$ cat config.mk
export PLATFORM = sky130hd
export DESIGN_NAME = iskd_front
export DESIGN_NICKNAME = d
export VERILOG_FILES = /design/src/rtl/iskd_pkg.sv /design/src/rtl/iskd_front.sv
export SDC_FILE = /design/constraint.sdc
export NUM_CORES = 1
export LEC_CHECK = 0
export ABC_AREA = 1
export BUFFER_PORTS_ARGS = -buffer_cell sky130_fd_sc_hd__buf_2
export CAP_MARGIN = 10
export CORE_MARGIN = 3
export CORE_UTILIZATION = 30
export DETAILED_ROUTE_END_ITERATION = 8
export GPL_TIMING_DRIVEN = 0
export SYNTH_ARGS = -nofsm -noshare
export SYNTH_HDL_FRONTEND = slang
export SYNTH_SLANG_ARGS = --single-unit
$ cat constraint.sdc
create_clock -name i_clk -period 7.4 [get_ports i_clk]
set_input_delay 0.74 -clock i_clk [delete_from_list [all_inputs] [get_ports i_clk]]
set_output_delay 0.74 -clock i_clk [all_outputs]
set_load 0.03 [all_outputs]
$ cat src/rtl/iskd_pkg.sv
package iskd_pkg;

    localparam int KEY_W = 32;
    localparam int TAG_W = 16;

    typedef struct packed {
        logic signed [KEY_W-1:0] key;
        logic [TAG_W-1:0]        tag;
        logic                    last;
    } t_item;

    typedef enum logic {
        ST_LOAD,
        ST_EMIT
    } t_state;

endpackage

$ cat src/rtl/iskd_front.sv
module iskd_front (
    input  logic           i_clk,
    input  logic           i_rst_n,
    input  logic           i_valid,
    output logic           o_stall,
    input  iskd_pkg::t_item i_item,
    output logic           o_item_valid,
    output iskd_pkg::t_item o_item,
    input  logic           i_pop
);

    iskd_pkg::t_item r_mem [2];
    logic            r_wr_ptr, n_wr_ptr;
    logic            r_rd_ptr, n_rd_ptr;
    logic [1:0]      r_cnt, n_cnt;
    logic            push;
    logic            pop;

    assign o_stall      = (r_cnt == 2'd2);
    assign o_item_valid = (r_cnt != 2'd0);
    assign o_item       = r_mem[r_rd_ptr];

    assign push = i_valid && !o_stall;
    assign pop  = i_pop && o_item_valid;

    always_comb begin
        n_wr_ptr = push ? ~r_wr_ptr : r_wr_ptr;
        n_rd_ptr = pop ? ~r_rd_ptr : r_rd_ptr;
        n_cnt    = r_cnt;
        if (push && !pop) begin
            n_cnt = r_cnt + 2'd1;
        end else if (pop && !push) begin
            n_cnt = r_cnt - 2'd1;
        end
    end

    always_ff @(posedge i_clk) begin
        if (!i_rst_n) begin
            r_wr_ptr <= 1'b0;
            r_rd_ptr <= 1'b0;
            r_cnt    <= 2'd0;
        end else begin
            r_wr_ptr <= n_wr_ptr;
            r_rd_ptr <= n_rd_ptr;
            r_cnt    <= n_cnt;
        end
    end

    always_ff @(posedge i_clk) begin
        if (push) begin
            r_mem[r_wr_ptr] <= i_item;
        end
    end

endmodule

# ---- After elaboration in Yosys (flattened, before gate mapping)
# Memory sizes are Yosys's and may differ from the RTL's. A register that Yosys moved wholly into a read port is not among the register bits.
# Cells that the tools add are included.
dict set report op_classes {
  addsub 2
  n_eq_ne 1
  n_mux 6
  bitwise_logic 2
  reduce_logical 9
}
# cell n
set ops {}
lappend ops {{1-bit logical AND} 4}
lappend ops {{1-bit 2-to-1 mux} 4}
lappend ops {{2-bit 2-to-1 mux} 2}
lappend ops {{2-bit nonzero test} 2}
lappend ops {{1-bit zero test} 3}
lappend ops {{2-bit by 1-bit adder with 2-bit output (second input constant)} 1}
lappend ops {{2-bit == test (second input constant)} 1}
lappend ops {{1-bit inverter} 2}
lappend ops {{2-bit by 1-bit subtractor with 2-bit output (second input constant)} 1}
dict set report word_totals {
  reg_bits 4
  ramBits 98
  in_bits 53
  output_inout_bits 51
  memories 1
}
# name words width read_ports rd_ports_with_merged_regs write_ports line_no
set memory_table {}
lappend memory_table {r_mem 2 49 1 1 1 iskd_front.sv:12} ;# iskd_pkg::t_item r_mem [2];

# ---- Depth between registers and ports, before layout
# Gate-level depths: netlist of run 1.
dict set report logic_depth {
  ltp_word 7
  depth_mapped 10
}

# ---- Worst setup path after synthesis of run 1
# Ideal clock, no wire load.
dict set report synth_path {
  path_type {input -> register}
  startpoint {in i_valid}
  endpoint {mem r_mem[0][0] (netlist name) (enable)}
  setup_ps 456
  t_arrival_ps 2901
  required_time_ps 6944
  path_slack_ps 4043
  path_stages 2
  cell_sequence {o21ai_1 nor2_1}
}
dict set report synth_between {
  elab_chain_cells 3
}
# element line_no
set synth_rtl {}
lappend synth_rtl {{from (decl)} iskd_front.sv:4} ;# input logic i_valid,
lappend synth_rtl {{1-bit logical AND} iskd_front.sv:23} ;# assign push = i_valid && !o_stall;
lappend synth_rtl {{1-bit 2-to-1 mux} iskd_front.sv:50} ;# if (push) begin
lappend synth_rtl {{1-bit 2-to-1 mux (implied by the code)} iskd_front.sv:51} ;# r_mem[r_wr_ptr] <= i_item;
lappend synth_rtl {{to (decl)} iskd_front.sv:12}
# No other way between the ends.

==> flow_summary_export.csv, run 1 <==
group,metric,value,unit
worst_hold_path,hold_class,"register to register",
cells_and_area,fin_cells,480,
synthesis,synth_top_area_share,77.0,%
die,dieArea,14100,um^2
routing,num_vias,2008,
synthesis,synth_seq_cells,103,
timing,tightestPinTransition,0.530,ns
global_routing,globalRouteMet3Util,3.61,%
synthesis,netlist_instances,189,
die,core_area,12200,um^2
synthesis,syn_area,3820,um^2
synthesis,yosys.area.top_type,"edfxtp_1",
placement,hpwl,4850,um
clock_tree,postCtsSetupRepairBufs,0,
timing,final-max-slew-violation-count,0,
timing,hold_viol,0,
status,status,"completed",
synthesis,syn-num-nets,243,
placement,port_buffers,103,
synthesis,synth.area.mux_share,15.4,%
synthesis,synth.distinct_cells,17,
die,rows,40,
clock_tree,clock_latency,0.34,ns
flow_run,maxCapViolCount,0,
synthesis,synth_edf_count,98,
cells_and_area,fin_util,40.6,%
clock_tree,cts-htree-levels,3,
setup_path,cpPeakStageDelay,0.42,ns
routing,route.detailed.drc,0,
cells_and_area,diodes,0,
global_routing,grt_usage,10.3,%
routing,wirelength,6940,um
synthesis,synth-simple-area-share,1.87,%
power,powerDensity,353,nW/um^2
timing,setup_viol,0,
cells_and_area,area_growth,29.6,%
timing,hold_ws,0.509,ns
routing,vias_per_cell,4.18,
synthesis,yosysSeqAreaShare,79.6,%
global_routing,grt_max_degree,19,
clock_tree,cts.sinks,103,
timing,final.setup.tns,0,ns
setup_path,worstSetupPathType,"register to output port",
timing,relSlewSlack,64.6,%
setup_path,worstPathCellList,"buf_6, buf_8, mux2_4, buf_2",
timing,fin_skew,0.00458,ns
clock_tree,cts_tree,"done",
clock_tree,cts_buffers,9,
synthesis,synth_compound_area_share,0.720,%
timing,max_freq,0.424,GHz
timing,grt_setup_unrepaired,"no",
synthesis,netlist_top_cells_count,"edfxtp_1, mux2_2, mux2_4, nor2_1, inv_1",
global_routing,grt_pass1_vias,2179,
timing,fin_crit,2.36,ns
die,initial_core_util,31.3,%
global_routing,grt_first_pass_wirelength,11100,um
cells_and_area,final_area,4950,um^2
setup_path,crit_path_start_kind,"register",
placement,place_ws,5.14,ns
power,ir_drop,205,uV
routing,ant_nets,0,
setup_path,required,6.66,ns
die,ios,104,
die,die_h,119,um
timing,fin_ws,5.04,ns
die,die_x,119,um
synthesis,yosys_warnings,0,
setup_path,arrival,1.62,ns
placement,place.gp.congestion,0.639,
routing,first_pass_iters,4,
timing,fin_crit_sh,31.8,%
clock_tree,cts_hold_buf,0,
global_routing,use_met2,16.8,%
clock_tree,post_cts_resize_count,0,
global_routing,global_route.usage.met1,12.1,%
setup_path,end_kind,"output port",
synthesis,yosys_most_used_dff,"edfxtp_1",
synthesis,synth.most_common_cell,"edfxtp_1",
clock_tree,cts.path.max_buffers,2,
setup_path,worst-path-max-fanout,10,
clock_tree,cts_root_buffer,"clkbuf_16",
synthesis,synth_xor_area_share,0,%
setup_path,cp_slowest_cell,"dfxtp_1",
global_routing,globalRoute.totalOverflow,0,
routing,avgRoutedWirePerCell,14.4,um
synthesis,syn_area_per_cell,20.2,um^2
synthesis,synth_top_family_by_area,"multiplexers",
routing,drtIter0Drc,69,
clock_tree,clk_pin_slew,0.06,ns
cells_and_area,final_nets,361,
synthesis,synthAdderAreaFrac,0.327,%
cells_and_area,drive_above_1_share,56.4,%
power,power,1.75,mW
synthesis,netlist_top_cells_area,"edfxtp_1, mux2_2, mux2_4",
placement,dpl.cell_count,464,
placement,place_area,4670,um^2
synthesis,async_flop_share,0,%
global_routing,grt-busiest-layer,"met2",
power,p_leak,1.88,nW
global_routing,antenna_found_initial,1,
## worst max-delay path, delay by kind of cell, from the launching register on
family	cells	cell delay (ns)
multiplexers	1	0.30
buffers and inverters	3	0.55
flip-flops	1	0.42
## layer usage
layer	wire (um)	part of all wire, %
met4	164	2.4
met5	8	0.12
met1	2850	41
met2	3460	50
met3	450	6.5
## state kept, by name (all words and copies together), names as in the netlist, named ones only
signal    count
r_cnt         2
r_wr_ptr      1
r_rd_ptr      1
r_mem        98
## cell usage in the layout (no fill, tap or decap)
| master | instances |
|---|---|
| a21oi_1 | 1 |
| buf_16 | 4 |
| buf_2 | 103 |
| buf_4 | 3 |
| buf_6 | 1 |
| buf_8 | 1 |
| bufinv_16 | 1 |
| clkbuf_1 | 2 |
| clkbuf_16 | 9 |
| clkinv_1 | 1 |
| clkinv_2 | 3 |
| dfxtp_1 | 5 |
| edfxtp_1 | 98 |
| ha_1 | 1 |
| inv_1 | 8 |
| mux2_2 | 39 |
| mux2_4 | 10 |
| nand2_1 | 7 |
| nand3_1 | 1 |
| nand4_1 | 1 |
| nor2_1 | 7 |
| nor2_4 | 2 |
| o21a_1 | 1 |
| o21ai_0 | 2 |
| o21ai_1 | 1 |
## final cells by class
type                    count  area [um^2]
multi-input cells          73          716
plain buffers               5         48.8
fillers                  1148         7260
well taps                 168          210
clock inverters             5         48.8
clock buffers              11          233
repair buffers            107          626
flip-flops and latches    103         3040
inverters                   8         30.0
## logic make-up (layout without fill, tap and decap cells)
family / after synthesis / in the layout
AO/OA/AOI/OAI: 5 / 5
adder cells (fa/ha/maj): 1 / 1
buffers and inverters: 13 / 136
flip-flops: 103 / 103
multiplexers: 49 / 49
AND/OR/NAND/NOR: 18 / 18
## path summary, 6_finish.rpt
| kind | start | endpoint | slack, ns | cells after the start |
|---|---|---|---|---|
| worst max-delay path | register | o_item[33] | 5.04 | 4 |
| worst min register to register | r_rd_ptr$_SDFFE_PN0P_ | register | 0.51 | 2 |
| worst max register to register | r_cnt[1]$_SDFFE_PN0P_ | r_mem[0][23]$_DFFE_PP_ | 5.57 | 5 |
| worst min-delay path | r_rd_ptr$_SDFFE_PN0P_ | register | 0.51 | 2 |
## power breakdown
part	internal (mW)	leakage, nW	switching, mW
registers	0.736	0.955	0.0232
logic	0.202	0.787	0.336
clock network	0.259	0.141	0.192
total	1.20	1.88	0.551
Note: power is estimated with default switching activity, not from simulation.
==> run 2: changes to the inputs <==
- clock period: 7.4 -> 1.9 ns (I/O delays scaled with it)
==> flow_summary_export.csv, run 2 (synthesized netlist as in run 1, its figures left out) <==
group,metric,value,unit
setup_path,arrival,1.79,ns
setup_path,r2r_slack,0.15,ns
worst_hold_path,holdPathEnd,"r_mem[0][10]$_DFFE_PP_",
worst_hold_path,hold_class,"input port to register",
global_routing,antenna_found_initial,1,
timing,final-max-slew-violation-count,0,
timing,setup_viol,0,
cells_and_area,final_area,4960,um^2
clock_tree,cts_hold_buf,0,
setup_path,r2r_cells,4,
placement,hpwl,4670,um
setup_path,reg2reg_from,"r_cnt[1]$_SDFFE_PN0P_",
setup_path,crit_path_start_kind,"register",
clock_tree,cts.path.max_buffers,2,
global_routing,globalRoute.totalOverflow,0,
timing,fin_crit_sh,92.1,%
cells_and_area,drive_above_1_share,58.1,%
routing,vias_per_cell,4.29,
global_routing,grt_pass1_vias,2122,
power,seq_power_share,42.1,%
placement,place.gp.congestion,0.710,
setup_path,regToRegEndpoint,"r_mem[0][6]$_DFFE_PP_",
die,initial_core_util,31.3,%
timing,final.setup.tns,0,ns
setup_path,worst-path-max-fanout,26,
timing,tightestPinTransition,0.773,ns
power,p_sw_share,30.8,%
timing,relSlewSlack,48.3,%
cells_and_area,final_cell_mix,"buf_2, edfxtp_1, mux2_2, mux2_4, clkbuf_16",
routing,wirelength,6960,um
cells_and_area,reg_top3,"r_mem x98, r_cnt x2",
power,powerDensity,1430,nW/um^2
power,switching_power,2.17,mW
flow_run,maxCapViolCount,0,
power,clockPowerShare,29.1,%
timing,fin_skew,0.00615,ns
cells_and_area,largest_reg_flops,98,
timing,hold_viol,0,
clock_tree,clk_pin_slew,0.07,ns
worst_hold_path,hp-start,"i_item[10]",
routing,drtIter0Drc,73,
cells_and_area,final_common_cell,"buf_2",
clock_tree,cts.sinks,103,
die,dieArea,14100,um^2
routing,route.detailed.drc,0,
die,ios,104,
placement,port_buffers,103,
timing,grt_setup_unrepaired,"no",
die,die_h,119,um
power,p_leak,1.87,nW
routing,num_vias,2051,
setup_path,required,1.94,ns
power,internal_power,4.89,mW
die,core_area,12200,um^2
placement,place_area,4600,um^2
routing,ant_nets,0,
cells_and_area,regMostFlops,"r_mem",
die,die_x,119,um
timing,fin_crit,1.75,ns
power,power,7.06,mW
timing,max_freq,0.571,GHz
global_routing,grt_first_pass_wirelength,10900,um
setup_path,end_kind,"register",
global_routing,grt_max_degree,27,
power,ir_drop,727,uV
power,p_comb_share,28.8,%
routing,avgRoutedWirePerCell,14.6,um
clock_tree,clock_latency,0.35,ns
clock_tree,cts_buffers,9,
clock_tree,postCtsSetupRepairBufs,0,
cells_and_area,final_nets,359,
cells_and_area,diodes,0,
cells_and_area,area_growth,29.7,%
clock_tree,cts_tree,"done",
clock_tree,cts_root_buffer,"clkbuf_16",
routing,first_pass_iters,4,
clock_tree,cts-htree-levels,3,
status,status,"completed",
timing,hold_ws,0.0279,ns
die,rows,40,
global_routing,grt_usage,10.3,%
setup_path,worstSetupPathType,"register to register",
worst_hold_path,hold_depth,1,
run 2: worst max-delay path: stages (launching register included):
cell and delay, ns:
dfxtp_1 0.34, inv_2 0.10, o21ai_4 0.09, nor2_4 0.62, buf_12 0.29
run 2: area by class of cell:
| class | count | area (um^2) |
|---|---|---|
| fillers | 1174 | 7260 |
| clock inverters | 6 | 109 |
| flip-flops and latches | 103 | 3050 |
| plain buffers | 5 | 48.8 |
| repair buffers | 105 | 556 |
| well taps | 168 | 210 |
| multi-input cells | 73 | 727 |
| inverters | 8 | 30.0 |
| clock buffers | 10 | 229 |
run 2: routing by layer:
| metal | global-route usage (%) | wire length [um] | up-vias |
|---|---|---|---|
| met4 | 5.87 | 180 | 2 |
| met5 | 0 | 13 | - |
| met3 | 3.61 | 399 | 15 |
| met2 | 17.5 | 3600 | 66 |
| li1 | - | - | 964 |
| met1 | 11.3 | 2770 | 1004 |
run 2: power by group through the flow:
stage	logic, mW	clock network, mW	registers [mW]
floorplan	1.48	0	2.99
global placement	2.00	0	3.02
detailed placement	2.07	0	3.01
CTS	2.08	2.14	2.96
global route	2.19	2.22	3.00
finish	2.03	2.06	2.97
run 2: worst max-delay path by stage:
stage	from	cells after the start	endpoint
6_report	r_cnt[1]$_SDFFE_PN0P_	4	r_mem[0][6]$_DFFE_PP_
5_1_grt	r_cnt[1]$_SDFFE_PN0P_	4	r_mem[1][29]$_DFFE_PP_
4_1_cts	r_cnt[1]$_SDFFE_PN0P_	4	r_mem[1][21]$_DFFE_PP_
3_5_place_dp	r_cnt[0]$_SDFFE_PN0P_	3	r_mem[1][35]$_DFFE_PP_
3_3_place_gp	r_cnt[1]$_SDFFE_PN0P_	3	r_mem[0][35]$_DFFE_PP_
2_1_floorplan	r_cnt[1]$_SDFFE_PN0P_	3	r_mem[0][0]$_DFFE_PP_
run 2: stage by stage:
stage          cells  util (%)  setup slack (ns)
2_1_floorplan    189         -            -0.321
3_5_place_dp     462      37.7           -0.0389
3_3_place_gp     460      37.3             -1.22
6_report         478      40.6             0.150
4_1_cts          478      40.5            0.0313
5_1_grt          478      40.6            0.0190
run 2: timing repair:
item | in CTS | in global routing
endpoints found under the setup margin | 52 | 55
pin swaps | 0 | 1
cloned | 0 | 0
resized for setup | 1 | 5
==> run 3: changes to the inputs <==
- clock period: 1.9 -> 2.05 ns (I/O delays scaled with it)
==> flow_summary_export.csv, run 3 (synthesized netlist as in run 1, its figures left out) <==
group,metric,value,unit
setup_path,regToRegEndpoint,"r_mem[1][3]$_DFFE_PP_",
routing,drtIter0Drc,72,
placement,place_ws,0.111,ns
placement,port_buffers,103,
timing,max_freq,0.549,GHz
clock_tree,clock_latency,0.34,ns
cells_and_area,reg_top3,"r_mem x98, r_cnt x2",
worst_hold_path,hold_class,"input port to register",
setup_path,end_kind,"output port",
setup_path,reg2reg_from,"r_cnt[1]$_SDFFE_PN0P_",
setup_path,cp_slowest_cell,"dfxtp_1",
timing,final-max-slew-violation-count,0,
clock_tree,cts-htree-levels,3,
clock_tree,cts_buffers,9,
timing,final.setup.tns,0,ns
die,dieArea,14100,um^2
placement,place.gp.congestion,0.710,
power,powerDensity,1320,nW/um^2
timing,setup_viol,0,
clock_tree,cts.sinks,103,
global_routing,grt_pass1_vias,2105,
timing,fin_ws,0.228,ns
setup_path,required,1.85,ns
cells_and_area,nFillCells,1175,
die,die_x,119,um
cells_and_area,regMostFlops,"r_mem",
worst_hold_path,hp-start,"i_item[25]",
global_routing,grt_max_degree,27,
power,ir_drop,703,uV
routing,wirelength,6950,um
routing,avgRoutedWirePerCell,14.5,um
global_routing,globalRoute.totalOverflow,0,
die,ios,104,
power,p_leak,1.87,nW
cells_and_area,final_nets,359,
cells_and_area,diodes,0,
routing,num_vias,2056,
routing,route.detailed.drc,0,
timing,relSlewSlack,47.9,%
timing,fin_crit_sh,88.9,%
setup_path,r2r_slack,0.25,ns
clock_tree,cts_hold_buf,0,
global_routing,grt_first_pass_wirelength,10800,um
clock_tree,cts_root_buffer,"clkbuf_16",
placement,hpwl,4670,um
timing,fin_skew,0.00503,ns
die,core_area,12200,um^2
routing,ant_nets,0,
cells_and_area,final_common_cell,"buf_2",
setup_path,cpPeakStageDelay,0.42,ns
setup_path,crit_path_start_kind,"register",
timing,hold_ws,0.0439,ns
routing,vias_per_cell,4.30,
cells_and_area,largest_reg_flops,98,
cells_and_area,drive_above_1_share,56.8,%
global_routing,antenna_found_initial,1,
cells_and_area,final_cell_mix,"buf_2, edfxtp_1, mux2_2, mux2_4, clkbuf_16",
setup_path,worstSetupPathType,"register to output port",
setup_path,worst-path-max-fanout,10,
cells_and_area,area_growth,29.4,%
timing,fin_crit,1.82,ns
flow_run,maxCapViolCount,0,
worst_hold_path,hold_depth,1,
clock_tree,cts_tree,"done",
timing,hold_viol,0,
setup_path,r2r_cells,4,
clock_tree,clk_pin_slew,0.06,ns
timing,tightestPinTransition,0.780,ns
routing,first_pass_iters,4,
setup_path,worstPathCellList,"buf_6, buf_8, mux2_4, buf_2",
global_routing,grt_usage,10.3,%
die,die_h,119,um
die,rows,40,
setup_path,arrival,1.62,ns
die,initial_core_util,31.3,%
timing,grt_setup_unrepaired,"no",
status,status,"completed",
worst_hold_path,holdPathEnd,"r_mem[1][25]$_DFFE_PP_",
clock_tree,cts.path.max_buffers,2,
## run 3: cell counts in the layout (fill, tap and decap cells not counted)
Identical to the previous run, type by type.
## run 3: repair_timing
item	4_1_cts	5_1_grt
setup buffers	0	0
endpoints found under the setup margin	0	11
gates resized for setup	0	1
## run 3: worst max path at each step
stage	cells after the start	endpoint
2_1_floorplan	3	r_mem[0][0]$_DFFE_PP_
3_3_place_gp	3	r_mem[0][35]$_DFFE_PP_
3_5_place_dp	3	r_mem[1][35]$_DFFE_PP_
4_1_cts	3	r_mem[1][21]$_DFFE_PP_
5_1_grt	4	r_mem[1][29]$_DFFE_PP_
6_report	4	o_item[38]
## run 3: metrics by stage
step           instance area (um^2)  power, mW  util [%]  std cells
5_1_grt                        4940       6.85      40.5        478
2_1_floorplan                  3830       4.15         -        189
4_1_cts                        4940       6.65      40.5        478
3_5_place_dp                   4600       4.71      37.7        462
6_report                       4940       6.53      40.5        478
3_3_place_gp                   4550       4.65      37.3        460
## run 3: final cells by class
| class | count | area, um^2 | share of cell area [%] |
|---|---|---|---|
| Sequential cell | 103 | 3040 | 61.5 |
| Tap cell | 168 | 210 | 4.25 |
| Timing Repair Buffer | 105 | 556 | 11.2 |
| Clock inverter | 6 | 109 | 2.20 |
| Clock buffer | 10 | 229 | 4.63 |
| Inverter | 8 | 30.0 | 0.607 |
| Buffer | 5 | 48.8 | 0.987 |
| Multi-Input combinational cell | 73 | 719 | 14.5 |
## run 3: critical path: cells and delay by family, from the launching register on
kind / cells / cell delay [ns]
flip-flops: 1 / 0.42
multiplexers: 1 / 0.31
buffers and inverters: 3 / 0.54
## run 3: metal layers
layer | vias up | part of all wire, % | track usage [%]
met2 | 73 | 51 | 17.4
li1 | 960 | - | -
met1 | 1004 | 40 | 11.3
met3 | 17 | 5.9 | 3.61
met5 | - | 0.19 | 0
met4 | 2 | 2.6 | 5.87
## run 3: where the power goes
group / switching (mW) / internal (mW)
clock: 0.719 / 1.19
sequential: 0.0851 / 2.66
combinational: 1.20 / 0.676
